$ cat src/design/assert_macros.svh
// assertion macros shared by the mean filter rtl
// no dependencies
`ifndef ASSERT_MACROS_SVH
`define ASSERT_MACROS_SVH

// check on every clock edge outside of reset
`define MF3_ASSERT(label, clk, rst, prop) \
   label: assert property (@(posedge clk) disable iff (rst) prop) \
      else $error("assertion failed: %m");

// check on every clock edge, reset included
`define MF3_ASSERT_ALWAYS(label, clk, prop) \
   label: assert property (@(posedge clk) prop) \
      else $error("assertion failed: %m");

`endif

$ cat src/design/mf3_pkg.sv
// types and constants of the 3x3 mean filter
// no dependencies
package mf3_pkg;

   localparam int unsigned PIX_W      = 8;
   localparam int unsigned ROW_W      = 12;
   localparam int unsigned COL_W      = 10;
   localparam int unsigned WREG_W     = 11;
   localparam int unsigned HREG_W     = 12;
   localparam int unsigned LIM_W      = 13;
   localparam int unsigned CSUM_W     = 10;
   localparam int unsigned SUM_W      = 12;
   localparam int unsigned LINE_W     = 2 * PIX_W;
   localparam int unsigned CSR_IDX_W  = 4;
   localparam int unsigned CSR_DATA_W = 16;

   localparam logic [CSR_IDX_W-1:0] CSR_IMAGE_WIDTH  = 4'd0;
   localparam logic [CSR_IDX_W-1:0] CSR_IMAGE_HEIGHT = 4'd1;

   localparam logic [WREG_W-1:0] WIDTH_RESET  = 11'd640;
   localparam logic [HREG_W-1:0] HEIGHT_RESET = 12'd480;

   localparam logic CMD_PIXEL = 1'b0;
   localparam logic CMD_DRAIN = 1'b1;

   // floor(x / 9) = (x * 7282) >> 16 for x below 2^12
   localparam int unsigned     RECIP_W    = 13;
   localparam logic [12:0]     DIV9_RECIP = 13'd7282;
   localparam int unsigned     DIV9_SHIFT = 16;

   typedef enum logic [2:0] {
      OP_NONE,
      OP_ROW0,
      OP_ROW1,
      OP_BODY,
      OP_DRAIN
   } op_type;

   typedef struct packed {
      op_type             op;
      logic               col_first;
      logic               col_second;
      logic               last_col;
      logic               last_tick;
      logic [ROW_W-1:0]   row;
      logic [COL_W-1:0]   col;
      logic [PIX_W-1:0]   pixel;
   } item_meta_type;

   typedef struct packed {
      logic [PIX_W-1:0]   value;
      logic [ROW_W-1:0]   row;
      logic [COL_W-1:0]   col;
      logic               end_of_run;
      logic               end_of_frame;
   } rsp_word_type;

   typedef struct packed {
      logic [1:0]         count;
      logic               mean0;
      logic [SUM_W-1:0]   sum;
      rsp_word_type       slot0;
      rsp_word_type       slot1;
   } result_pair_type;

endpackage

$ cat src/design/mf3_seq.sv
// row, column and drain counters; classifies each accepted word and picks the line address
// depends on mf3_pkg, assert_macros.svh
`include "assert_macros.svh"

module mf3_seq import mf3_pkg::*; #(
   parameter int unsigned MAX_WIDTH = 1024,
   parameter int unsigned ADDR_W    = 10
) (
   input  logic              clock,
   input  logic              reset,
   input  logic [WREG_W-1:0] width_reg,
   input  logic [HREG_W-1:0] height_reg,
   input  logic              req_fire,
   input  logic              req_cmd,
   input  logic [PIX_W-1:0]  req_pixel,
   output item_meta_type     meta,
   output logic [ADDR_W-1:0] rd_addr
);

   logic [ROW_W-1:0]  row_ff, row_in;
   logic [ADDR_W-1:0] col_ff, col_in;
   logic [ADDR_W-1:0] drain_ff, drain_in;
   logic              draining_ff, draining_in;

   logic [LIM_W-1:0]  w_last;
   logic [HREG_W-1:0] h_last;
   logic              at_last_col;
   logic              drain_last;
   logic              row_last;

   // clamp the registers to the usable range
   always_comb begin
      if (width_reg < WREG_W'(3)) begin
         w_last = LIM_W'(2);
      end else if (LIM_W'(width_reg) > LIM_W'(MAX_WIDTH)) begin
         w_last = LIM_W'(MAX_WIDTH - 1);
      end else begin
         w_last = LIM_W'(width_reg) - LIM_W'(1);
      end
      if (height_reg < HREG_W'(3)) begin
         h_last = HREG_W'(2);
      end else begin
         h_last = height_reg - HREG_W'(1);
      end
   end

   assign at_last_col = LIM_W'(col_ff) >= w_last;
   assign drain_last  = LIM_W'(drain_ff) >= w_last;
   assign row_last    = row_ff >= h_last;

   always_comb begin
      meta = '0;
      if (req_cmd == CMD_DRAIN) begin
         meta.op = draining_ff ? OP_DRAIN : OP_NONE;
      end else if (draining_ff) begin
         meta.op = OP_NONE;
      end else if (row_ff == '0) begin
         meta.op = OP_ROW0;
      end else if (row_ff == ROW_W'(1)) begin
         meta.op = OP_ROW1;
      end else begin
         meta.op = OP_BODY;
      end
      meta.col_first  = (col_ff == '0);
      meta.col_second = (col_ff == ADDR_W'(1));
      meta.last_col   = at_last_col;
      meta.last_tick  = drain_last;
      meta.row        = (meta.op == OP_BODY) ? row_ff - ROW_W'(1) : row_ff;
      meta.col        = (req_cmd == CMD_DRAIN) ? COL_W'(drain_ff) : COL_W'(col_ff);
      meta.pixel      = req_pixel;
      rd_addr         = (req_cmd == CMD_DRAIN) ? drain_ff : col_ff;
   end

   always_comb begin
      row_in      = row_ff;
      col_in      = col_ff;
      drain_in    = drain_ff;
      draining_in = draining_ff;
      if (req_fire) begin
         if (req_cmd == CMD_DRAIN) begin
            if (draining_ff) begin
               if (drain_last) begin
                  draining_in = 1'b0;
                  row_in      = '0;
                  col_in      = '0;
                  drain_in    = '0;
               end else begin
                  drain_in = drain_ff + ADDR_W'(1);
               end
            end
         end else if (!draining_ff) begin
            if (at_last_col) begin
               col_in = '0;
               if (row_last) begin
                  draining_in = 1'b1;
                  drain_in    = '0;
               end else begin
                  row_in = row_ff + ROW_W'(1);
               end
            end else begin
               col_in = col_ff + ADDR_W'(1);
            end
         end
      end
   end

   always_ff @(posedge clock) begin
      if (reset) begin
         row_ff      <= '0;
         col_ff      <= '0;
         drain_ff    <= '0;
         draining_ff <= 1'b0;
      end else begin
         row_ff      <= row_in;
         col_ff      <= col_in;
         drain_ff    <= drain_in;
         draining_ff <= draining_in;
      end
   end

   // leaving the drain always restarts the frame at the origin
   `MF3_ASSERT(drain_exit_restarts, clock, reset,
      $fell(draining_ff) |-> (row_ff == '0 && col_ff == '0 && drain_ff == '0))

endmodule

$ cat config.mk
export PLATFORM = sky130hd
export DESIGN_NAME = mf3_seq
export DESIGN_NICKNAME = d
export VERILOG_FILES = /design/src/design/mf3_pkg.sv /design/src/design/mf3_seq.sv
export VERILOG_INCLUDE_DIRS = /design/src /design/src/design
export SDC_FILE = /design/constraint.sdc
export NUM_CORES = 1
export LEC_CHECK = 0
export ABC_AREA = 1
export BUFFER_PORTS_ARGS = -buffer_cell sky130_fd_sc_hd__buf_2
export CAP_MARGIN = 20
export CORE_MARGIN = 2
export CORE_UTILIZATION = 50
export DETAILED_ROUTE_END_ITERATION = 8
export PLACE_DENSITY = 0.85
export SYNTH_ARGS = -nofsm -noshare
export SYNTH_HDL_FRONTEND = slang
export SYNTH_SLANG_ARGS = --single-unit
$ cat constraint.sdc
create_clock -name clock -period 6.03 [get_ports clock]
set_clock_uncertainty 0.2 [all_clocks]
set_input_delay 0.9045 -clock clock [delete_from_list [all_inputs] [get_ports clock]]
set_output_delay 0.9045 -clock clock [all_outputs]
set_load 0.02 [all_outputs]
Yosys cells after proc, flatten, opt, wreduce, memory -nomap -nowiden
Index checks and enable logic that the tools add are counted.

Add/subtract/negate cells: 6. Order comparisons: 6. Equal/unequal tests: 7. Multiplexer cells: 33. Reduce and logical (&&, ||, !) cells: 7.

Operator list (number): 2-to-1 mux 10 bit (12); 2-to-1 mux 12 bit (8); >= comparator 10 x 13 -> 1 bit (2); 2-to-1 mux 13 bit (2); subtractor 12 x 1 -> 12 bit (second input constant) (2); adder 10 x 1 -> 10 bit (second input constant) (2); adder 12 x 1 -> 12 bit (second input constant) (1); equality test 12 x 1 -> 1 bit (second input constant) (1); >= comparator 12 bit (1); zero test 12 bit (1); < comparator 12 x 2 -> 1 bit (second input constant) (1); subtractor 11 x 1 -> 12 bit (second input constant) (1); greater-than comparator 11 bit (second input constant) (1); < comparator 11 x 2 -> 1 bit (second input constant) (1); equality test 10 x 1 -> 1 bit (second input constant) (1); zero test 10 bit (1); 2-to-1 mux 1 bit (7); 2-to-1 mux 3 bit (2); AND reduction 6 bit (1); AND reduction 5 bit (1); 2-to-1 mux 2 bit (2); != test 2 x 1 -> 1 bit (second input constant) (2); != test 2 bit (second input constant) (2); AND reduction 4 bit (1); 2 further kinds (3).

Flip-flop bits (word level): 33.

Depth between registers and ports, before layout
Gate-level depths: netlist of the first run.

Word-level depth: 7. Mapped depth: 25. Mapped depth without buffers: 24.

Worst setup path after synthesis of the first run
OpenSTA, ideal clock, no wires.

Kind: input -> output. Start point: in width_reg[0]. End point: out meta[31] (netlist name). Data arrival time: 3006 ps. Required time: 4925 ps. Path slack: 1920 ps. Stages: 20. Buffers on the path: 1. Cell sequence: inv_1 -> ha_1 -> clkinv_1 -> nor2_4 -> nand2_2 -> nor2_4 -> nor2_1 -> o31ai_1 -> ha_1 -> nand2_1 -> nor2_1 -> nand2_1 -> nand3_1 -> nand2_1 -> nand2_1 -> nand2_1 -> nand2_1 -> nand2_4 -> inv_2 -> buf_4.

Cells in the longest elaborated chain, start to end: 4.

RTL lines: start: declaration (RTL line mf3_seq.sv:11) `input logic [WREG_W-1:0] width_reg,`; subtractor 11 x 1 -> 12 bit / greater-than comparator 11 bit (equally long branches) (RTL line mf3_seq.sv:38, mf3_seq.sv:35); 2-to-1 mux 13 bit (RTL line mf3_seq.sv:35) `end else if (LIM_W'(width_reg) > LIM_W'(MAX_WIDTH)) begin`; 2-to-1 mux 13 bit (*) (RTL line mf3_seq.sv:33) `if (width_reg < WREG_W'(3)) begin`; >= comparator 10 x 13 -> 1 bit (*) (RTL line mf3_seq.sv:47) `assign at_last_col = LIM_W'(col_ff) >= w_last;`; end: declaration (RTL line mf3_seq.sv:16) `output item_meta_type meta,`.

Mark *: on every way between the ends. The rest lies on a longest branch, timed or not.

==> flow_summary.ini, run 1 <==
[floorplan]
core_um2 = 7810
io_pins = 82
die_w_um = 94.3
die-area_um2 = 8880
dieHeight_um = 94.3
num_rows = 32
start_util = 0.522

[grt]
grt_pass1_vias = 3926
grt_pass1_wl_um = 17000
grt_overflow = 0
track_usage = 0.237
grt_max_degree = 37
antenna_found_initial = 0

[sta]
worstMarginPinSlew_ns = 0.617
fin_tns_setup_ns = 0
maxSlewViolCount = 0
setup_ws_ns = 1.43
min_period_ns = 4.60
relSlewSlack = 0.589
hold_viol = 0
rsz0062_at_grt = no
period_share = 0.762
fmax_mhz = 218
finalSetupViolCount = 0

[logic_synthesis]
ys_seq_area_frac = 0.162
synth_cell_types = 37
syn_inst = 668
ys_seq_elements = 33
ys_async_sr_fraction = 0
synthAdderAreaFrac = 0.129
yosysWarnings = 0
synth_edf_count = 0
yosys.area_share.simple = 0.405
synth_top_family_by_area = simple AND/OR/NAND/NOR gates
synth.cell_area_um2 = 4070
avgSynthCellArea_um2 = 6.10
synth_xor_area_frac = 0.0645
muxShareOfSynthArea = 0
syn_nets = 745
ys.flop_type = dfxtp_1
synth_compound_area_frac = 0.103

[worst_setup_path]
crit_type = in -> out
start_kind = input pin
r2r_start = row_ff[11]
startpoint = width_reg[0]
cp.required_ns = 4.93
endpoint_kind = primary output
reg2regPathDepth = 12
critical_path.max_fanout = 10
arrival_ns = 3.49

[clocking]
numCtsBuffers = 5
ctsResizeCount = 0
cts.clk_slew.worst_paths_ns = 0.07
cts.sinks = 33
cts_setup_buffers = 0
cts_max_path_buffers = 2
htreeDepth = 2
clk_latency_ns = 0.31
tritoncts = done
root_buffer = clkbuf_8
hold_buffers = 0

[drt]
drt_iter0_markers = 312
vias = 4370
drc = 0
drt-total-wl_um = 10600
dr.pass1.iters = 5
ant_nets = 0
viasPerCell = 5.40
wl_per_cell_um = 13.1

[place]
dp_slack_ns = 1.46
gp_congestion = 0.967
numPortBuffers = 65
dpl.hpwl_um = 8390

[layout]
final_common_cell = nand2_1
final_cell_mix = 152 x nand2_1, 83 x nor2_1, 77 x inv_1
fin_util = 0.567
nets = 784
fill_cells = 753
areaGrowthSynthToFinish_pct = 8.66
antenna_cells = 0
drive_gt1_frac = 0.157

[pwr]
power_density_nw_per_um2 = 136
vdd_drop_max_mv = 0.103
leakage_nw = 2.20

[run_status]
status = finished clean

[hold_path]
hold_path_class = reg -> reg
hold_depth = 2
hp-start = col_ff[1]

[flow_run]
cap_violations = 0
==> layer usage <==
metal  vias up  share of wire  global-route usage
met5         -              0                   0
met4         0          0.026              0.0990
met3        25          0.057              0.0297
met2       162           0.49               0.413
met1      1972           0.43               0.291
li1       2211              -                   -
==> metrics by stage <==
step	cell area [um^2]	total power [W]	hold slack [ns]	cells
finish	4430	0.000603	0.351	810
global route	4430	0.000630	0.379	810
CTS	4430	0.000600	0.342	810
detailed placement	4310	0.000385	0.330	802
global placement	4310	0.000378	0.324	802
floorplan	4070	0.000350	0.277	668
==> state kept, by name, indices dropped and copies added (netlist names) <==
name and flops:
row_ff 12, col_ff 10, drain_ff 10, draining_ff 1
==> power by group <==
| part | total (W) | switching (W) | internal (W) |
|---|---|---|---|
| registers | 0.000231 | 0.00000811 | 0.000223 |
| logic | 0.000150 | 0.0000987 | 0.0000515 |
| clock network | 0.000221 | 0.0000977 | 0.000124 |
| total | 0.000603 | 0.000204 | 0.000398 |
==> area by class of cell <==
| type | instances | area [um^2] | area share |
|---|---|---|---|
| Multi-Input combinational cell | 512 | 2860 | 0.645 |
| Sequential cell | 33 | 661 | 0.149 |
| Inverter | 89 | 334 | 0.0755 |
| Timing Repair Buffer | 66 | 333 | 0.0752 |
| Tap cell | 102 | 128 | 0.0288 |
| Clock buffer | 5 | 68.8 | 0.0155 |
| Clock inverter | 3 | 46.3 | 0.0105 |
==> cells by family (layout without fill, tap and decap cells) <==
| kind of cell | after synthesis | after routing |
|---|---|---|
| flip-flops | 33 | 33 |
| AO/OA/AOI/OAI | 78 | 78 |
| buffers and inverters | 123 | 163 |
| XOR/XNOR | 30 | 30 |
| AND/OR/NAND/NOR | 362 | 362 |
| adder cells (fa/ha/maj) | 42 | 42 |
==> cell usage after synthesis (5+ instances only) <==
library cell  count  share of area
nor3_1           21          0.026
dfxtp_1          33           0.16
ha_1             42           0.13
or2_2             6         0.0092
nor2_1           83          0.076
o21ai_0          29          0.036
nand4_1          12          0.018
nor4_1            5         0.0077
xor2_1           28          0.060
buf_4            20          0.037
clkbuf_1          8         0.0074
inv_2             8         0.0074
nand2_2           8          0.012
nand2_1         152           0.14
inv_1            77          0.071
a21oi_1          36          0.044
nand3_1          57          0.070
==> worst paths after layout <==
check | end | slack [ns]
max reg2reg | row_ff[11] | 3.19
min reg2reg | col_ff[1] | 0.35
min | col_ff[1] | 0.35
max | meta[31] | 1.43
==> critical path, stage by stage <==
cell,delay [ns]
buf_2,0.11
inv_1,0.09
ha_1,0.18
clkinv_1,0.14
nor2_4,0.17
nand2_2,0.09
nor2_4,0.12
nor2_1,0.12
o31ai_1,0.34
ha_1,0.31
nand2_1,0.10
nor2_1,0.05
nand2_1,0.06
nand3_1,0.07
nand2_1,0.06
nand2_1,0.05
nand2_1,0.06
nand2_1,0.09
nand2_4,0.15
inv_2,0.06
buf_2,0.16
Note: power is estimated with default switching activity, not from simulation.
==> inputs of run 2 (changes only) <==
==> constraint.sdc (replaced) <==
create_clock -name clock -period 4.4 [get_ports clock]
set_clock_uncertainty 0.2 [all_clocks]
set_input_delay 0.66 -clock clock [delete_from_list [all_inputs] [get_ports clock]]
set_output_delay 0.66 -clock clock [all_outputs]
set_load 0.02 [all_outputs]
==> flow_summary.ini, run 2 (synthesis gave the netlist of run 1 again) <==
[grt]
grt_pass1_wl_um = 17900
grt_overflow = 0
grt_pass1_vias = 4074
antenna_found_initial = 0
grt_max_degree = 37
track_usage = 0.248

[pwr]
power_density_nw_per_um2 = 172
leakage_nw = 2.20
vdd_drop_max_mv = 0.0932

[floorplan]
io_pins = 82
die-area_um2 = 8880
dieHeight_um = 94.3
num_rows = 32
start_util = 0.522
core_um2 = 7810
die_w_um = 94.3

[clocking]
cts.clk_slew.worst_paths_ns = 0.07
clk_latency_ns = 0.30
htreeDepth = 2
tritoncts = done
cts.sinks = 33
numCtsBuffers = 5
root_buffer = clkbuf_8
cts_setup_buffers = 0
cts_max_path_buffers = 2

[place]
gp_congestion = 0.958
dpl.hpwl_um = 8470
dp_slack_ns = 0.313
numPortBuffers = 65
dp_cells = 803

[sta]
worstMarginPinSlew_ns = 0.650
hold_viol = 0
finalSetupViolCount = 0
rsz0062_at_grt = no
fin_hold_ws_ns = 0.343
fin_tns_setup_ns = 0
period_share = 0.921
maxSlewViolCount = 0
min_period_ns = 4.05
setup_ws_ns = 0.349
fmax_mhz = 247
relSlewSlack = 0.567

[worst_setup_path]
r2r_start = drain_ff[0]
arrival_ns = 3.19
critical_path.max_fanout = 10
r2r_end = row_ff[1]
cp.required_ns = 3.54
crit_type = in -> out
endpoint_kind = primary output
reg2regPathDepth = 14
reg2reg_slack_ns = 1.83
start_kind = input pin

[layout]
antenna_cells = 0
top_regs = row_ff (12), col_ff (10), drain_ff (10)
final_common_cell = nand2_1
fin_util = 0.565
final_cells = 811
largest_reg_flops = 12
nets = 785
areaGrowthSynthToFinish_pct = 8.23
fill_cells = 772
top_register = row_ff
drive_gt1_frac = 0.159
final_cell_mix = 152 x nand2_1, 82 x nor2_1, 77 x inv_1

[hold_path]
hp-start = col_ff[6]
hold_path_class = reg -> reg
whs_endpoint = col_ff[6]
hold_depth = 2

[drt]
drt-total-wl_um = 10800
drt_iter0_markers = 228
dr.pass1.iters = 5
viasPerCell = 5.41
drc = 0
vias = 4387
wl_per_cell_um = 13.3
ant_nets = 0

[flow_run]
cap_violations = 0

[run_status]
status = finished clean
==> run 2: worst max-delay path by stage <==
stage / from / endpoint / slack (ns) / depth (start not counted)
after floorplan: width_reg[0] / meta[31] / 0.78 / 20
after global placement: width_reg[0] / meta[31] / 0.49 / 21
after detailed placement: width_reg[0] / meta[31] / 0.31 / 21
after CTS: width_reg[0] / meta[31] / 0.30 / 21
after global routing: width_reg[0] / meta[31] / 0.06 / 21
final: width_reg[0] / meta[31] / 0.35 / 21
==> run 2: metrics by stage <==
stage | power (W) | cell area (um^2)
2_1_floorplan | 0.000479 | 4070
3_3_place_gp | 0.000519 | 4320
3_5_place_dp | 0.000528 | 4320
4_1_cts | 0.000753 | 4400
5_1_grt | 0.000797 | 4410
6_report | 0.000757 | 4410
==> run 2: layer usage <==
| layer | vias up | track usage | share of wire |
|---|---|---|---|
| met5 | - | 0 | 0 |
| li1 | 2208 | - | - |
| met2 | 180 | 0.440 | 0.50 |
| met1 | 1973 | 0.298 | 0.41 |
| met3 | 26 | 0.0433 | 0.071 |
| met4 | 0 | 0.0918 | 0.022 |
==> run 2: layout make-up <==
class                      count  area, um^2  area share
tap                          102         128      0.0290
sequential                    33         661       0.150
clock inverter                 2        10.0     0.00227
inverter                      89         334      0.0758
clock buffer                   6        72.6      0.0165
timing repair buffer          67         340      0.0772
multi-input combinational    512        2860       0.649
==> run 2: repair_timing <==
item / CTS / global route
setup endpoints to repair: 0 / 1
hold buffers: 0 / 0
resized for setup: 0 / 2
==> run 2: worst max-delay path, stage by stage <==
cell and delay [ns]:
buf_2 0.11, inv_1 0.10, ha_1 0.19, clkinv_1 0.14
nor2_4 0.17, nand2_2 0.09, nor2_4 0.13, nor2_2 0.09
o21ai_0 0.28, ha_1 0.31, nand2_1 0.09, inv_1 0.04
nand2_1 0.06, nand3_1 0.09, nand2_1 0.07, nand2_1 0.05
nand2_1 0.05, nand2_1 0.10, nand2_4 0.15, inv_2 0.06
buf_2 0.16
==> run 2: power breakdown <==
group	internal [W]	total, W	switching [W]	leakage, nW
sequential	0.000306	0.000317	0.0000112	0.267
clock	0.000110	0.000232	0.000122	0.0450
combinational	0.0000713	0.000208	0.000137	1.89
total	0.000487	0.000757	0.000270	2.20
==> inputs of run 3 (changes only) <==
--- a/config.mk
+++ b/config.mk
@@ -11,8 +11,10 @@
 export CAP_MARGIN = 20
 export CORE_MARGIN = 2
 export CORE_UTILIZATION = 50
+export CTS_CLUSTER_DIAMETER = 40
 export DETAILED_ROUTE_END_ITERATION = 8
 export PLACE_DENSITY = 0.85
+export SLEW_MARGIN = 20
 export SYNTH_ARGS = -nofsm -noshare
 export SYNTH_HDL_FRONTEND = slang
 export SYNTH_SLANG_ARGS = --single-unit
==> constraint.sdc (replaced) <==
create_clock -name clock -period 4.3 [get_ports clock]
set_clock_uncertainty 0.2 [all_clocks]
set_input_delay 0.645 -clock clock [delete_from_list [all_inputs] [get_ports clock]]
set_output_delay 0.645 -clock clock [all_outputs]
set_load 0.02 [all_outputs]
==> flow_summary.ini, run 3 (synthesis gave the netlist of run 1 again) <==
[grt]
antenna_found_initial = 0
grt_pass1_wl_um = 18100
grt_overflow = 0
grt_max_degree = 37
track_usage = 0.252
grt_pass1_vias = 4103

[run_status]
status = finished clean

[pwr]
p_int_w = 0.000574
vdd_drop_max_mv = 0.109
clock_power_share = 0.370
power_switching_w = 0.000281
leakage_nw = 2.21
sw_frac_of_total = 0.328
p_seq_frac = 0.379
power_density_nw_per_um2 = 192
fin_total_pwr_w = 0.000855
comb_power_share = 0.250

[worst_setup_path]
start_kind = input pin
r2r_end = row_ff[1]
critical_path.max_fanout = 10
r2r_start = drain_ff[0]
arrival_ns = 3.09
endpoint_kind = primary output
reg2regPathDepth = 14
crit_path_end = meta[31]
crit_type = in -> out
cp.required_ns = 3.45
reg2reg_slack_ns = 1.69
startpoint = width_reg[0]

[clocking]
htreeDepth = 2
hold_buffers = 0
tritoncts = done
root_buffer = clkbuf_8
cts_max_path_buffers = 2
cts.sinks = 33
cts.clk_slew.worst_paths_ns = 0.07
numCtsBuffers = 5
clk_latency_ns = 0.30

[sta]
fmax_mhz = 254
period_share = 0.914
relSlewSlack = 0.564
min_period_ns = 3.93
rsz0062_at_grt = no
setup_ws_ns = 0.370
maxSlewViolCount = 0
hold_viol = 0
finalSetupViolCount = 0
fin_tns_setup_ns = 0
worstMarginPinSlew_ns = 0.655

[floorplan]
num_rows = 32
die_w_um = 94.3
core_um2 = 7810
dieHeight_um = 94.3
die-area_um2 = 8880
io_pins = 82
start_util = 0.522

[drt]
drt-total-wl_um = 11000
drc = 0
viasPerCell = 5.40
ant_nets = 0
wl_per_cell_um = 13.6
dr.pass1.iters = 5
vias = 4380
drt_iter0_markers = 322

[layout]
final_cell_mix = 152 x nand2_1, 82 x nor2_1, 77 x inv_1
areaGrowthSynthToFinish_pct = 9.16
final_common_cell = nand2_1
antenna_cells = 0
top_register = row_ff
top_regs = row_ff (12), col_ff (10), drain_ff (10)
largest_reg_flops = 12
fill_cells = 784
nets = 785
drive_gt1_frac = 0.161

[place]
gp_congestion = 0.954
dp_slack_ns = 0.243
dpl.hpwl_um = 8590
numPortBuffers = 65

[flow_run]
cap_violations = 0

[hold_path]
hold_path_class = reg -> reg
[run 3: critical path: stages]
cell      delay (ns)
buf_2           0.11
inv_1           0.09
ha_1            0.17
clkinv_1        0.13
nor2_4          0.16
nand2_2         0.08
o21ai_0         0.17
o21ai_0         0.21
ha_1            0.39
nand2_1         0.07
nor2_1          0.17
a21o_1          0.14
inv_1           0.04
nand2_1         0.11
nand2_4         0.13
inv_2           0.09
buf_2           0.17
[run 3: per-layer routing]
layer / part of all wire / vias to the layer above / track usage
li1: - / 2210 / -
met1: 0.43 / 2001 / 0.309
met2: 0.49 / 147 / 0.451
met3: 0.051 / 22 / 0.0313
met4: 0.022 / 0 / 0.0845
met5: 0 / - / 0
[run 3: repair_timing]
action / 4_1_cts / 5_1_grt
buffers inserted: 0 / 0
gates resized for setup: 0 / 4
endpoints found under the setup margin: 0 / 2
hold endpoints to repair: 0 / 0
[run 3: area by class of cell]
cell class / instances / area, um^2 / share of cell area
clock buffer: 6 / 82.6 / 0.0186
clock inverter: 2 / 37.5 / 0.00844
inverter: 89 / 334 / 0.0751
multi-input combinational: 512 / 2860 / 0.644
sequential: 33 / 661 / 0.149
tap: 102 / 128 / 0.0287
timing repair buffer: 67 / 340 / 0.0766
[run 3: power groups by stage]
| stage | Sequential, W | Combinational [W] | Clock (W) |
|---|---|---|---|
| 2_1_floorplan | 0.000327 | 0.000164 | 0 |
| 3_3_place_gp | 0.000330 | 0.000201 | 0 |
| 3_5_place_dp | 0.000331 | 0.000210 | 0 |
| 4_1_cts | 0.000324 | 0.000211 | 0.000314 |
| 5_1_grt | 0.000325 | 0.000240 | 0.000330 |
| 6_report | 0.000324 | 0.000214 | 0.000317 |
[run 3: through the flow]
step	hold slack, ns	instances	cell area (um^2)	util
final	0.360	811	4450	0.569
after global routing	0.372	811	4450	0.569
after CTS	0.345	811	4440	0.568
after detailed placement	0.335	803	4320	0.553
after global placement	0.319	803	4320	0.553
after floorplan	0.277	668	4070	-
[run 3: worst min path at each step]
stage               slack (ns)  cells past startpoint   endpoint  startpoint
floorplan                 0.28                      2  col_ff[1]   col_ff[1]
CTS                       0.34                      2  col_ff[6]   col_ff[6]
detailed placement        0.33                      2  col_ff[6]   col_ff[6]
global route              0.37                      2  row_ff[6]   row_ff[6]
finish                    0.36                      2  row_ff[6]   row_ff[6]
global placement          0.32                      2  col_ff[6]   col_ff[6]
