===== config.mk =====
export PLATFORM = sky130hd
export DESIGN_NAME = mf3_window
export DESIGN_NICKNAME = d
export VERILOG_FILES = /design/src/design/assert_macros.svh /design/src/design/mf3_pkg.sv /design/src/design/mf3_window.sv
export SDC_FILE = /design/constraint.sdc
export NUM_CORES = 1
export LEC_CHECK = 0
export BUFFER_PORTS_ARGS = -buffer_cell sky130_fd_sc_hd__buf_2
export CELL_PAD_IN_SITES_DETAIL_PLACEMENT = 0
export CELL_PAD_IN_SITES_GLOBAL_PLACEMENT = 1
export CORE_MARGIN = 8
export CORE_UTILIZATION = 35
export DETAILED_ROUTE_END_ITERATION = 10
export GPL_TIMING_DRIVEN = 0
export PLACE_DENSITY = 0.67
export SYNTH_ARGS = -nofsm -noshare
export SYNTH_HDL_FRONTEND = slang
export SYNTH_SLANG_ARGS = --single-unit

===== constraint.sdc =====
create_clock -name clock -period 7.55 [get_ports clock]
set_input_delay 2.265 -clock clock [delete_from_list [all_inputs] [get_ports clock]]
set_output_delay 2.265 -clock clock [all_outputs]
set_load 0.1 [all_outputs]

===== src/design/assert_macros.svh =====
// assertion macros shared by the mean filter rtl
// no dependencies
`ifndef ASSERT_MACROS_SVH
`define ASSERT_MACROS_SVH

// check on every clock edge outside of reset
`define MF3_ASSERT(label, clk, rst, prop) \
   label: assert property (@(posedge clk) disable iff (rst) prop) \
      else $error("assertion failed: %m");

// check on every clock edge, reset included
`define MF3_ASSERT_ALWAYS(label, clk, prop) \
   label: assert property (@(posedge clk) prop) \
      else $error("assertion failed: %m");

`endif


===== src/design/mf3_pkg.sv =====
// types and constants of the 3x3 mean filter
// no dependencies
package mf3_pkg;

   localparam int unsigned PIX_W      = 8;
   localparam int unsigned ROW_W      = 12;
   localparam int unsigned COL_W      = 10;
   localparam int unsigned WREG_W     = 11;
   localparam int unsigned HREG_W     = 12;
   localparam int unsigned LIM_W      = 13;
   localparam int unsigned CSUM_W     = 10;
   localparam int unsigned SUM_W      = 12;
   localparam int unsigned LINE_W     = 2 * PIX_W;
   localparam int unsigned CSR_IDX_W  = 4;
   localparam int unsigned CSR_DATA_W = 16;

   localparam logic [CSR_IDX_W-1:0] CSR_IMAGE_WIDTH  = 4'd0;
   localparam logic [CSR_IDX_W-1:0] CSR_IMAGE_HEIGHT = 4'd1;

   localparam logic [WREG_W-1:0] WIDTH_RESET  = 11'd640;
   localparam logic [HREG_W-1:0] HEIGHT_RESET = 12'd480;

   localparam logic CMD_PIXEL = 1'b0;
   localparam logic CMD_DRAIN = 1'b1;

   // floor(x / 9) = (x * 7282) >> 16 for x below 2^12
   localparam int unsigned     RECIP_W    = 13;
   localparam logic [12:0]     DIV9_RECIP = 13'd7282;
   localparam int unsigned     DIV9_SHIFT = 16;

   typedef enum logic [2:0] {
      OP_NONE,
      OP_ROW0,
      OP_ROW1,
      OP_BODY,
      OP_DRAIN
   } op_type;

   typedef struct packed {
      op_type             op;
      logic               col_first;
      logic               col_second;
      logic               last_col;
      logic               last_tick;
      logic [ROW_W-1:0]   row;
      logic [COL_W-1:0]   col;
      logic [PIX_W-1:0]   pixel;
   } item_meta_type;

   typedef struct packed {
      logic [PIX_W-1:0]   value;
      logic [ROW_W-1:0]   row;
      logic [COL_W-1:0]   col;
      logic               end_of_run;
      logic               end_of_frame;
   } rsp_word_type;

   typedef struct packed {
      logic [1:0]         count;
      logic               mean0;
      logic [SUM_W-1:0]   sum;
      rsp_word_type       slot0;
      rsp_word_type       slot1;
   } result_pair_type;

endpackage


===== src/design/mf3_window.sv =====
// read-modify-write stage: takes the line data, keeps the sliding column sums,
// writes the lines back and forms up to two results per word
// depends on mf3_pkg
module mf3_window import mf3_pkg::*; #(
   parameter int unsigned ADDR_W = 10
) (
   input  logic              clock,
   input  logic              reset,
   input  logic              req_fire,
   input  item_meta_type     meta_in,
   input  logic [ADDR_W-1:0] addr_in,
   input  logic [LINE_W-1:0] rd_data,
   input  logic              s2_take,
   output logic              s1_ready,
   output logic              wr_en,
   output logic [ADDR_W-1:0] wr_addr,
   output logic [LINE_W-1:0] wr_data,
   output logic              s2_valid_ff,
   output result_pair_type   s2_word_ff
);

   logic              s1_valid_ff;
   item_meta_type     s1_meta_ff;
   logic [ADDR_W-1:0] s1_addr_ff;

   // column sums of columns c-2 and c-1, and the middle pixel of column c-1
   logic [CSUM_W-1:0] cs_prev2_ff, cs_prev1_ff;
   logic [PIX_W-1:0]  mid_prev1_ff;

   logic [PIX_W-1:0]  up, mid;
   logic [CSUM_W-1:0] cs_cur;
   logic              is_pixel;
   logic              s2_ready;
   logic              s1_adv;
   rsp_word_type      word_a, word_b;
   result_pair_type   pair;

   assign s2_ready = !s2_valid_ff || s2_take;
   assign s1_adv   = s1_valid_ff && s2_ready;
   assign s1_ready = !s1_valid_ff || s1_adv;

   assign up  = rd_data[LINE_W-1:PIX_W];
   assign mid = rd_data[PIX_W-1:0];

   assign cs_cur = CSUM_W'(up) + CSUM_W'(mid) + CSUM_W'(s1_meta_ff.pixel);

   assign is_pixel = (s1_meta_ff.op == OP_ROW0) || (s1_meta_ff.op == OP_ROW1) ||
                     (s1_meta_ff.op == OP_BODY);

   // lines shift down: middle becomes upper, new pixel becomes middle
   assign wr_en   = s1_adv && is_pixel;
   assign wr_addr = s1_addr_ff;
   assign wr_data = {mid, s1_meta_ff.pixel};

   always_comb begin
      word_a       = '0;
      word_a.value = s1_meta_ff.col_second ? mid_prev1_ff : '0;
      word_a.row   = s1_meta_ff.row;
      word_a.col   = s1_meta_ff.col - COL_W'(1);
      word_b       = '0;
      word_b.value = mid;
      word_b.row   = s1_meta_ff.row;
      word_b.col   = s1_meta_ff.col;

      pair     = '0;
      pair.sum = SUM_W'(cs_prev2_ff) + SUM_W'(cs_prev1_ff) + SUM_W'(cs_cur);
      case (s1_meta_ff.op)
         OP_ROW0: begin
            pair.count                  = 2'd1;
            pair.slot0.value            = s1_meta_ff.pixel;
            pair.slot0.row              = s1_meta_ff.row;
            pair.slot0.col              = s1_meta_ff.col;
            pair.slot0.end_of_run       = 1'b1;
         end
         OP_BODY: begin
            // left border at column one, mean further right, right border as extra
            if (!s1_meta_ff.col_first) begin
               pair.mean0            = !s1_meta_ff.col_second;
               pair.slot0            = word_a;
               pair.slot0.end_of_run = !s1_meta_ff.last_col;
               pair.slot1            = word_b;
               pair.slot1.end_of_run = 1'b1;
               pair.count            = s1_meta_ff.last_col ? 2'd2 : 2'd1;
            end else if (s1_meta_ff.last_col) begin
               pair.slot0            = word_b;
               pair.slot0.end_of_run = 1'b1;
               pair.count            = 2'd1;
            end
         end
         OP_DRAIN: begin
            pair.count              = 2'd1;
            pair.slot0              = word_b;
            pair.slot0.end_of_run   = 1'b1;
            pair.slot0.end_of_frame = s1_meta_ff.last_tick;
         end
         default: begin
            pair.count = 2'd0;
         end
      endcase
   end

   always_ff @(posedge clock) begin
      if (reset) begin
         s1_valid_ff  <= 1'b0;
         s2_valid_ff  <= 1'b0;
         cs_prev2_ff  <= '0;
         cs_prev1_ff  <= '0;
         mid_prev1_ff <= '0;
      end else begin
         if (s1_ready) begin
            s1_valid_ff <= req_fire;
         end
         if (s2_ready) begin
            s2_valid_ff <= s1_adv;
         end
         if (s1_adv && is_pixel) begin
            cs_prev2_ff  <= cs_prev1_ff;
            cs_prev1_ff  <= cs_cur;
            mid_prev1_ff <= mid;
         end
      end
   end

   always_ff @(posedge clock) begin
      if (req_fire) begin
         s1_meta_ff <= meta_in;
         s1_addr_ff <= addr_in;
      end
      if (s2_ready && s1_adv) begin
         s2_word_ff <= pair;
      end
   end

endmodule


# Word-level counts from Yosys, hierarchy flattened

Index checks and enable logic that the tools add are counted.

Flip-flop bits (word level): 156
Word-level logic and storage cells: 60
Output and inout bits: 108

Add/sub/neg operators: 5
Bitwise logic cells: 1
Equality and inequality tests: 4
Reduce and logical (&&, ||, !) cells: 13
Mux-type cells: 10

Operators with widths:

| cell                  | count |
|---|---|
| $pmux 31 s3           | 1 |
| $mux 32               | 2 |
| $add 11x10->12        | 1 |
| $add 10x10->11        | 1 |
| $add 9x8->10          | 1 |
| $sub 10x1->10 const B | 1 |
| $add 8x8->9           | 1 |
| $mux 8                | 1 |
| $eq 3x2->1 const B    | 2 |
| $mux 2                | 3 |
| $logic_not 1->1       | 4 |
| $logic_or 1x1->1      | 4 |
| $pmux 2 s2            | 1 |
| $reduce_or 2->1       | 2 |
| $eq 3x1->1 const B    | 1 |
| $eq 3x3->1 const B    | 1 |
| $logic_and 1x1->1     | 3 |
| $pmux 1 s2            | 1 |
| $mux 1                | 1 |
| $not 1->1             | 1 |

# Longest topological paths before layout

Gate-level depths: netlist of the first run.

Depth after elaboration: 4
Depth in mapped cells: 16

# Worst setup path before layout of the first run

No wires, ideal clock.

Path kind: input port to flip-flop
Start: input s2_take
End: register s2_word_ff[10] (netlist bit), enable pin
Required time: 7.026 ns
Stages: 2
Arrival: 5.810 ns
Buffers on the path: 0
Slack: 1.216 ns
Path through: nor2b_1 -> nor2b_1

Word-level cells in the longest chain between the ends: 3

RTL lines:

| element              | line              | source |
|---|---|---|
| from (decl)          | mf3_window.sv:13  | `input logic s2_take,` |
| $logic_or 1x1->1     | mf3_window.sv:38  | `assign s2_ready = !s2_valid_ff \|\| s2_take;` |
| $logic_and 1x1->1    | mf3_window.sv:39  | `assign s1_adv = s1_valid_ff && s2_ready;` |
| via s1_adv           | mf3_window.sv:34  | `logic s1_adv;` |
| $logic_and 1x1->1    | mf3_window.sv:129 | `if (s2_ready && s1_adv) begin` |
| to (signal assigned) | mf3_window.sv:130 | `s2_word_ff <= pair;` |
| to (decl)            | mf3_window.sv:19  | `output result_pair_type s2_word_ff` |

The timed path passes the listed nets, and every way through them passes these cells.
A chain may end at the register's enable or synchronous reset.

==> results of run 1 <==
==> power groups by stage <==
stage / combinational [mW] / clock, mW / sequential [mW]
final: 0.664 / 0.821 / 1.03
after CTS: 0.669 / 0.843 / 1.03
after floorplan: 0.276 / 0 / 1.29
after detailed placement: 0.667 / 0 / 1.04
after global routing: 0.709 / 0.872 / 1.03
after global placement: 0.655 / 0 / 1.05
==> state kept, by name (all words and copies together) (netlist names) <==
signal	flops
s2_valid_ff	1
cs_prev1_ff	10
wr_addr	10
cs_prev2_ff	10
mid_prev1_ff	8
wr_data	8
s1_valid_ff	1
s1_meta_ff	29
s2_word_ff	78
==> synthesized netlist by cell type (2+ instances only) <==
master / n / area [um^2]
nor4b_1: 2 / 17.5
ha_1: 18 / 225
nor3b_1: 2 / 15.0
o31ai_1: 2 / 15.0
a21o_1: 5 / 37.5
a22oi_1: 8 / 60.1
and2_1: 14 / 87.6
xor2_1: 3 / 26.3
nand3b_1: 3 / 22.5
buf_2: 6 / 30.0
inv_1: 19 / 71.3
a21oi_1: 33 / 165
buf_4: 18 / 135
a211oi_1: 2 / 15.0
xnor2_1: 10 / 87.6
nand3_1: 7 / 35.0
o31a_1: 2 / 17.5
clkbuf_1: 12 / 45.0
or4_1: 2 / 15.0
o21ai_0: 24 / 120
fa_1: 20 / 400
a31o_2: 2 / 17.5
dfxtp_1: 30 / 601
edfxtp_1: 125 / 3750
nand2_1: 74 / 278
nor3_1: 4 / 20.0
nand2b_1: 3 / 18.8
o21a_1: 3 / 22.5
nor2_1: 13 / 48.8
nor2b_1: 6 / 37.5
and3_1: 34 / 213
==> layout make-up <==
type	count	area, um^2
timing repair buffer	174	901
buffer	38	225
inverter	20	75.1
tap	265	332
fill	1792	10700
clock inverter	15	141
clock buffer	17	425
sequential	155	4350
multi-input combinational	317	2220
antenna	1	2.50
==> routing by layer <==
metal	track usage (%)	vias up
met1	17.9	2264
met4	5.78	2
met5	0	-
li1	-	2278
met3	4.27	23
met2	23.8	156
==> metrics by stage <==
stage                     cell area (um^2)  hold slack (ps)  setup slack, ps  TNS (ps)  total power, mW
final                                 8670              458             1390         0             2.51
after global routing                  8670              476             1100         0             2.61
after CTS                             8670              457             1390         0             2.54
after detailed placement              8100              448              961         0             1.71
after global placement                8060              443             -406    -31190             1.70
after floorplan                       6860              432             1220         0             1.57
==> cells in the final DEF, fill, tap and decap left out, drive strengths merged, types with 3 or more instances in the layout <==
cell type	instances
inv	25
o21a	3
xor2	3
a22oi	8
nor3	4
nand3b	3
nor2	14
fa	20
o21ai	25
and3	34
a21o	5
dfxtp	30
clkinvlp	4
and2	14
ha	18
clkbuf	29
edfxtp	125
nand2b	3
clkinv	5
nand2	74
a21oi	33
buf	200
nor3b	3
xnor2	10
nor2b	6
nand3	7
==> final timing paths <==
path,endpoint,slack (ps),cells after the start
worst min register to register,mid_prev1_ff[6],460,2
worst min-delay path,mid_prev1_ff[6],460,2
worst max register to register,s2_word_ff[74],2950,14
worst max-delay path,s2_word_ff[74],1390,15
==> tightest hold or removal path: cells and delay by family, from the launching register on <==
kind	cells	cell delay [ps]
simple gates	1	50
flops	1	310
compound gates	1	50
==> cells by family (layout without fill, tap and decap cells) <==
logic type,Yosys count,count (layout),share of synthesized area [%]
compound gates,93,93,8.49
xor+xnor,13,13,1.66
fa+ha+maj,38,38,9.11
buf+inv,58,264,4.37
flops,155,155,63.4
other cells,1,2,0.0546
simple gates,172,172,12.9
==> metrics.md, run 1 <==
| Metric | Value |
|---|---|
| First-pass DRT Iterations | 4 |
| Setup Crit Path Kind | in2reg |
| Cell Chain, Critical Path | buf_2, fa_1, ha_1, inv_1, fa_1, nor2b_1, o21ai_0, a21oi_1, fa_1, ha_1, and3_1, a2111oi_2, o21ai_0, a21oi_1, xor2_1 |
| Wire per inst | 17.6 um |
| Pleak | 3.58 nW |
| Via density | 4.71 |
| Crit. End Element | register |
| Power share of the clock group | 32.7% |
| DRC violations left | 0 |
| Chip width | 156 um |
| Cell Count, Final, Fillers Out | 1002 |
| # IOs | 175 |
| Number of global-route vias before repair | 4879 |
| Most frequent CP cell | fa_1 |
| Root Buffer | clkbuf_16 |
| Routed vias | 4723 |
| Cells after Synth | 530 |
| Final hold vios | 0 |
| Share of layout cells above drive strength 1 | 33.0% |
| CTS Buf Count | 17 |
| Hpwl dp | 13.3 mm |
| Ys flop type | edfxtp_1 |
| Crit path from | rd_data[1] |
| WP data arrival | 6330 ps |
| Clock sinks | 155 |
| Clk buf depth | 2 |
| Sw frac | 35.5% |
| Met3 Wirelength | 1.32 mm |
| Hold/Removal Path Class | reg2reg |
| Origin of the critical flop-to-flop path | wr_data[1] |
| Final period util | 81.5% |
| Seq/Total Area, Yosys | 63.4% |
| Setup Fix Bufs, Post-CTS | 0 |
| Synth warnings | 0 |
| Initial Util | 35.5% |
| WL met1 | 7.60 mm |
| WP buf/inv | 2 |
| Hold_sp | mid_prev1_ff[6] |
| Unrepaired setup endpoints after global routing | no |
| NetSw | 0.890 mW |
| Max FO, Critical Path | 7 |
| Cts repair resizes | 0 |
| Core area | 0.0193 mm^2 |
| Combinational power share | 26.5% |
| Highest routed layer | met5 |
| Syn Std Cell Area | 0.00686 mm^2 |
| Async SR Flop Fraction | 0% |
| Clock period minus worst slack | 6160 ps |
| Initial antenna violation count | 2 |
| Worst relative slew slack | 20.2% |
| First-pass GRT wire length | 27.1 mm |
| Total gr overflow | 0 |
| Mapped Avg Cell Area | 13.0 um^2 |
| Crit start category | primary input |
| Final setup viols | 0 |
| Maximum clock frequency | 162 MHz |
| Cell Rows | 51 |
| Layout area overhead | 26.4% |
| Status | finished, final reports clean |
| Clk Latency, worst-skew pair | 430 ps |
| PD cells | 290 mW/mm^2 |
| Peak supply drop | 0.138 mV |
| Drt total wl | 17.7 mm |
| Distinct cells, synth | 55 |
| Util after Layout | 44.9% |
| # port buffers | 172 |
| CP delay by family, top | adder cells |
| Clock slew at reported path FFs | 60 ps |
| Dpl cells | 969 |
| Antenna Violating Nets Remaining | 0 |
| Met2 WL | 8.43 mm |
| DRT iter0 DRCs | 244 |
| Die H | 156 um |
| Max-cap violations | 0 |
| Largest net degree at the start of global routing | 49 |
| Layout Skew | 9.50 ps |
| Worst-margin pin slew | 1190 ps |
| H-tree levels | 4 |
| Pint | 1.62 mW |
| Post-Syn Nets | 635 |
| Sequential share of power | 40.8% |
| Required @ worst endpoint | 7720 ps |
| # hold bufs at CTS | 0 |
| CP max stage delay | 550 ps |
| CTS tree | built |
| EDFF count, synth | 125 |
| Max-slew violations | 0 |
| RD Place Congestion | 0.745 |
| #FFs+latches synth | 155 |
| Gr usage total | 14.6% |
| Slowest-stage cell, CP | fa_1 |
| Nets | 828 |
| Die area | 0.0243 mm^2 |
Note: power is estimated with default switching activity, not from simulation.
==> run 2: changes to the inputs <==
--- a/config.mk
+++ b/config.mk
@@ -5,6 +5,7 @@
 export SDC_FILE = /design/constraint.sdc
 export NUM_CORES = 1
 export LEC_CHECK = 0
+export ABC_AREA = 1
 export BUFFER_PORTS_ARGS = -buffer_cell sky130_fd_sc_hd__buf_2
 export CELL_PAD_IN_SITES_DETAIL_PLACEMENT = 0
 export CELL_PAD_IN_SITES_GLOBAL_PLACEMENT = 1
@@ -12,7 +13,7 @@
 export CORE_UTILIZATION = 35
 export DETAILED_ROUTE_END_ITERATION = 10
 export GPL_TIMING_DRIVEN = 0
-export PLACE_DENSITY = 0.67
+export PLACE_DENSITY = 0.71
 export SYNTH_ARGS = -nofsm -noshare
 export SYNTH_HDL_FRONTEND = slang
 export SYNTH_SLANG_ARGS = --single-unit
==> constraint.sdc (replaced) <==
create_clock -name clock -period 5.24 [get_ports clock]
set_input_delay 1.572 -clock clock [delete_from_list [all_inputs] [get_ports clock]]
set_output_delay 1.572 -clock clock [all_outputs]
set_load 0.1 [all_outputs]
==> metrics.md, run 2 <==
| Metric | Value |
|---|---|
| Number of global-route vias before repair | 4939 (+1.2%) |
| Initial Util | 35.4% (-0.11 points) |
| Required @ worst endpoint | 3670 ps (-4050 ps) |
| # port buffers | 172 (unchanged) |
| DRC violations left | 0 (unchanged) |
| Routed vias | 4896 (+3.7%) |
| PD cells | 411 mW/mm^2 (+42%) |
| Wire per inst | 15.4 um (-12%) |
| Most frequent CP cell | buf_2 |
| Core area | 0.0200 mm^2 (+3.6%) |
| Post-Syn Nets | 740 (+17%) |
| Levels on crit path | 8 (-7) |
| EDFF count, synth | 125 (unchanged) |
| Biggest register | s2_word_ff |
| Worst reg2reg path depth | 18 (+4) |
| Die area | 0.0251 mm^2 (+3.0%) |
| Mux cell area share after synthesis | 0% (unchanged) |
| Most frequent cells in the layout | buf_2 (173), edfxtp_1 (125), nand2_1 (88), inv_1 (87), nor2_1 (77) |
| Synth top area cells | edfxtp_1 (53%), dfxtp_1 (8.5%), fa_1 (5.6%), nand2_1 (4.7%), inv_1 (4.6%) |
| Main combinational cell family by area after synthesis | simple AND/OR/NAND/NOR gates |
| CTS tree | built |
| Unrepaired setup endpoints after global routing | no |
| Cts repair resizes | 0 (unchanged) |
| Clk buf depth | 2 (unchanged) |
| Final hold vios | 0 (unchanged) |
| Antenna Violating Nets Remaining | 0 (unchanged) |
| Synth warnings | 0 (unchanged) |
| Via density | 4.40 (-6.6%) |
| H-tree levels | 4 (unchanged) |
| Chip width | 158 um (+1.5%) |
| Pleak | 4.02 nW (+12%) |
| Layout Skew | 9.97 ps (+0.475 ps) |
| Crit. End Element | output port |
| Post-Synth Adder-Cell Area | 8.82% (-0.29 points) |
| First-pass GRT wire length | 26.2 mm (-3.4%) |
| Clk Latency, worst-skew pair | 420 ps (about the same) |
| Largest registers | s2_word_ff x78, s1_meta_ff x29 |
| Total gr overflow | 0 (unchanged) |
| Ant. Diodes | 0 (-1) |
| Leading area contributor after synthesis | edfxtp_1 |
| Clock slew at reported path FFs | 60 ps (about the same) |
| Origin of the critical flop-to-flop path | wr_data[1] |
| Hpwl dp | 13.0 mm (-2.0%) |
| CP max stage delay | 560 ps (about the same) |
| DRT iter0 DRCs | 200 (-18%) |
| # hold bufs at CTS | 0 (unchanged) |
| Max FO, Critical Path | 28 (+21) |
| XOR/XNOR Fraction of Synth Area | 0.988% (-0.67 points) |
| Area occupied by multi-input gates | 0.00216 mm^2 (-2.4%) |
| Setup Crit Path Kind | in2out |
| Cell Chain, Critical Path | buf_2, inv_1, a21oi_4, buf_12, nand3_4, inv_2, buf_8, buf_2 |
| Drt total wl | 17.2 mm (-2.8%) |
| RD Place Congestion | 0.845 (+13%) |
| Share of layout cells above drive strength 1 | 30.2% (-2.9 points) |
| Most frequent cell after synthesis | edfxtp_1 |
| Crit start category | primary input |
| Syn Std Cell Area | 0.00709 mm^2 (+3.3%) |
| Peak supply drop | 0.222 mV (+61%) |
| Nets | 934 (+13%) |
| Register area | 0.00435 mm^2 (unchanged) |
| Fraction of the mapped netlist area in compound gates | 5.75% (-2.7 points) |
| Status | finished, final reports clean |
| Layout area overhead | 25.7% |
| Cells after Synth | 635 (+20%) |
| List of most frequent post-synthesis cells | edfxtp_1 (125), nand2_1 (88), inv_1 (87), nor2_1 (77), nand3_1 (44) |
| Seq/Total Area, Yosys | 61.4% (-2.0 points) |
| Clock period minus worst slack | 5090 ps |
| Clock sinks | 155 (unchanged) |
| Max-cap violations | 0 (unchanged) |
| First-pass DRT Iterations | 7 (+3) |
| Die H | 158 um (+1.5%) |
| Worst Setup EP | wr_en |
| R2r endpoint | s2_word_ff[74] |
| Reg2Reg Setup Slack | 1470 ps (-1480 ps) |
| Largest register FFs | 78 (unchanged) |
| Mapped Avg Cell Area | 11.2 um^2 (-14%) |
| Hold/Removal Path Class | reg2reg |
| Synth top area share | 52.9% (-1.8 points) |
| Post-synthesis simple-gate area fraction | 14.8% (+1.9 points) |
| Placed cell areas | 0.00834 mm^2 (+2.9%) |
| CTS Buf Count | 17 (unchanged) |
| Crit path from | s2_take |
| Worst-margin pin slew | 1200 ps (+8.64 ps) |
| WP data arrival | 3520 ps (-2810 ps) |
| Leading cell type in the layout, fill and taps excluded | buf_2 |
| Gr usage total | 14.0% (-0.61 points) |
| Distinct cells, synth | 38 (-31%) |
| Cell Rows | 52 (+2.0%) |
| Post-route cell area | 0.00892 mm^2 (+2.8%) |
| # IOs | 175 (unchanged) |
| Maximum clock frequency | 197 MHz |
| Initial antenna violation count | 0 (-2) |
| #FFs+latches synth | 155 (unchanged) |
| Final setup viols | 0 (unchanged) |
| Worst relative slew slack | 19.8% (-0.40 points) |
| Async SR Flop Fraction | 0% (unchanged) |
| Final hold slack | 491 ps (+33.0 ps) |
| Final period util | 97.1% |
| Largest net degree at the start of global routing | 49 (unchanged) |
| WP buf/inv | 6 (+4) |
| Fill cells | 1951 (+8.9%) |
| Max-slew violations | 0 (unchanged) |
| Root Buffer | clkbuf_16 |
| Ys flop type | edfxtp_1 |
| CP delay by family, top | buffers and inverters |
| Slowest-stage cell, CP | a21oi_4 |
## run 2: power breakdown
part / internal, mW / total (mW) / switching [mW]
clock: 0.665 / 1.18 / 0.519
combinational: 0.240 / 1.00 / 0.762
sequential: 1.44 / 1.48 / 0.0351
## run 2: cells by family (layout without fill, tap and decap cells)
| family | Yosys count | in the layout |
|---|---|---|
| AND/OR/NAND/NOR | 234 | 234 |
| flip-flops | 155 | 155 |
| buffers and inverters | 125 | 331 |
| AO/OA/AOI/OAI | 74 | 75 |
| adder cells (fa/ha/maj) | 38 | 38 |
| XOR/XNOR | 8 | 8 |
| other | 1 | 1 |
## run 2: what timing repair did
action / in CTS / in global routing
setup endpoints to repair: 1 / 0
setup buffers: 0 / 0
endpoints found under the hold margin: 0 / 0
## run 2: worst min path at each step
stage,cells after the start,slack [ps],from,to
final,2,490,cs_prev1_ff[7],cs_prev2_ff[7]
after global routing,2,520,cs_prev1_ff[7],cs_prev2_ff[7]
after CTS,2,500,cs_prev1_ff[7],cs_prev2_ff[7]
after detailed placement,2,490,cs_prev1_ff[7],cs_prev2_ff[7]
after global placement,2,480,cs_prev1_ff[5],cs_prev2_ff[5]
after floorplan,2,470,cs_prev1_ff[5],cs_prev2_ff[5]
## run 2: per-layer routing
layer  up-vias  part of all wire (%)  GRT usage [%]
met4         0                   1.2           5.12
met2       142                    46           22.8
met5         -                     0              0
met1      2253                    45           17.4
li1       2488                     -              -
met3        13                   8.2           4.02
## run 2: worst register-to-register path: cells and delay by family (launching register included)
kind,cells,cell delay [ps]
buffers and inverters,4,250
AND/OR/NAND/NOR,8,760
adder cells (fa/ha/maj),5,1920
flip-flops,1,420
AO/OA/AOI/OAI,1,190
## run 2: metrics by stage
| stage | setup TNS (ps) | total power [mW] | instances | util [%] | setup slack [ps] |
|---|---|---|---|---|---|
| final | 0 | 3.66 | 1112 | 44.5 | 153 |
| after global routing | 0 | 3.83 | 1112 | 44.5 | 45.7 |
| after CTS | 0 | 3.71 | 1112 | 44.5 | 120 |
| after detailed placement | -70.3 | 2.51 | 1079 | 41.6 | -70.3 |
| after global placement | -1290 | 2.51 | 1077 | 41.4 | -1290 |
| after floorplan | 0 | 2.30 | 635 | - | 52.8 |
## run 2: area by class of cell
class | count | share of cell area [%]
timing repair buffer | 174 | 10.1
multi-input combinational | 356 | 24.3
tap | 270 | 3.79
buffer | 30 | 2.62
inverter | 95 | 4.03
clock buffer | 18 | 4.81
sequential | 155 | 48.8
clock inverter | 14 | 1.54
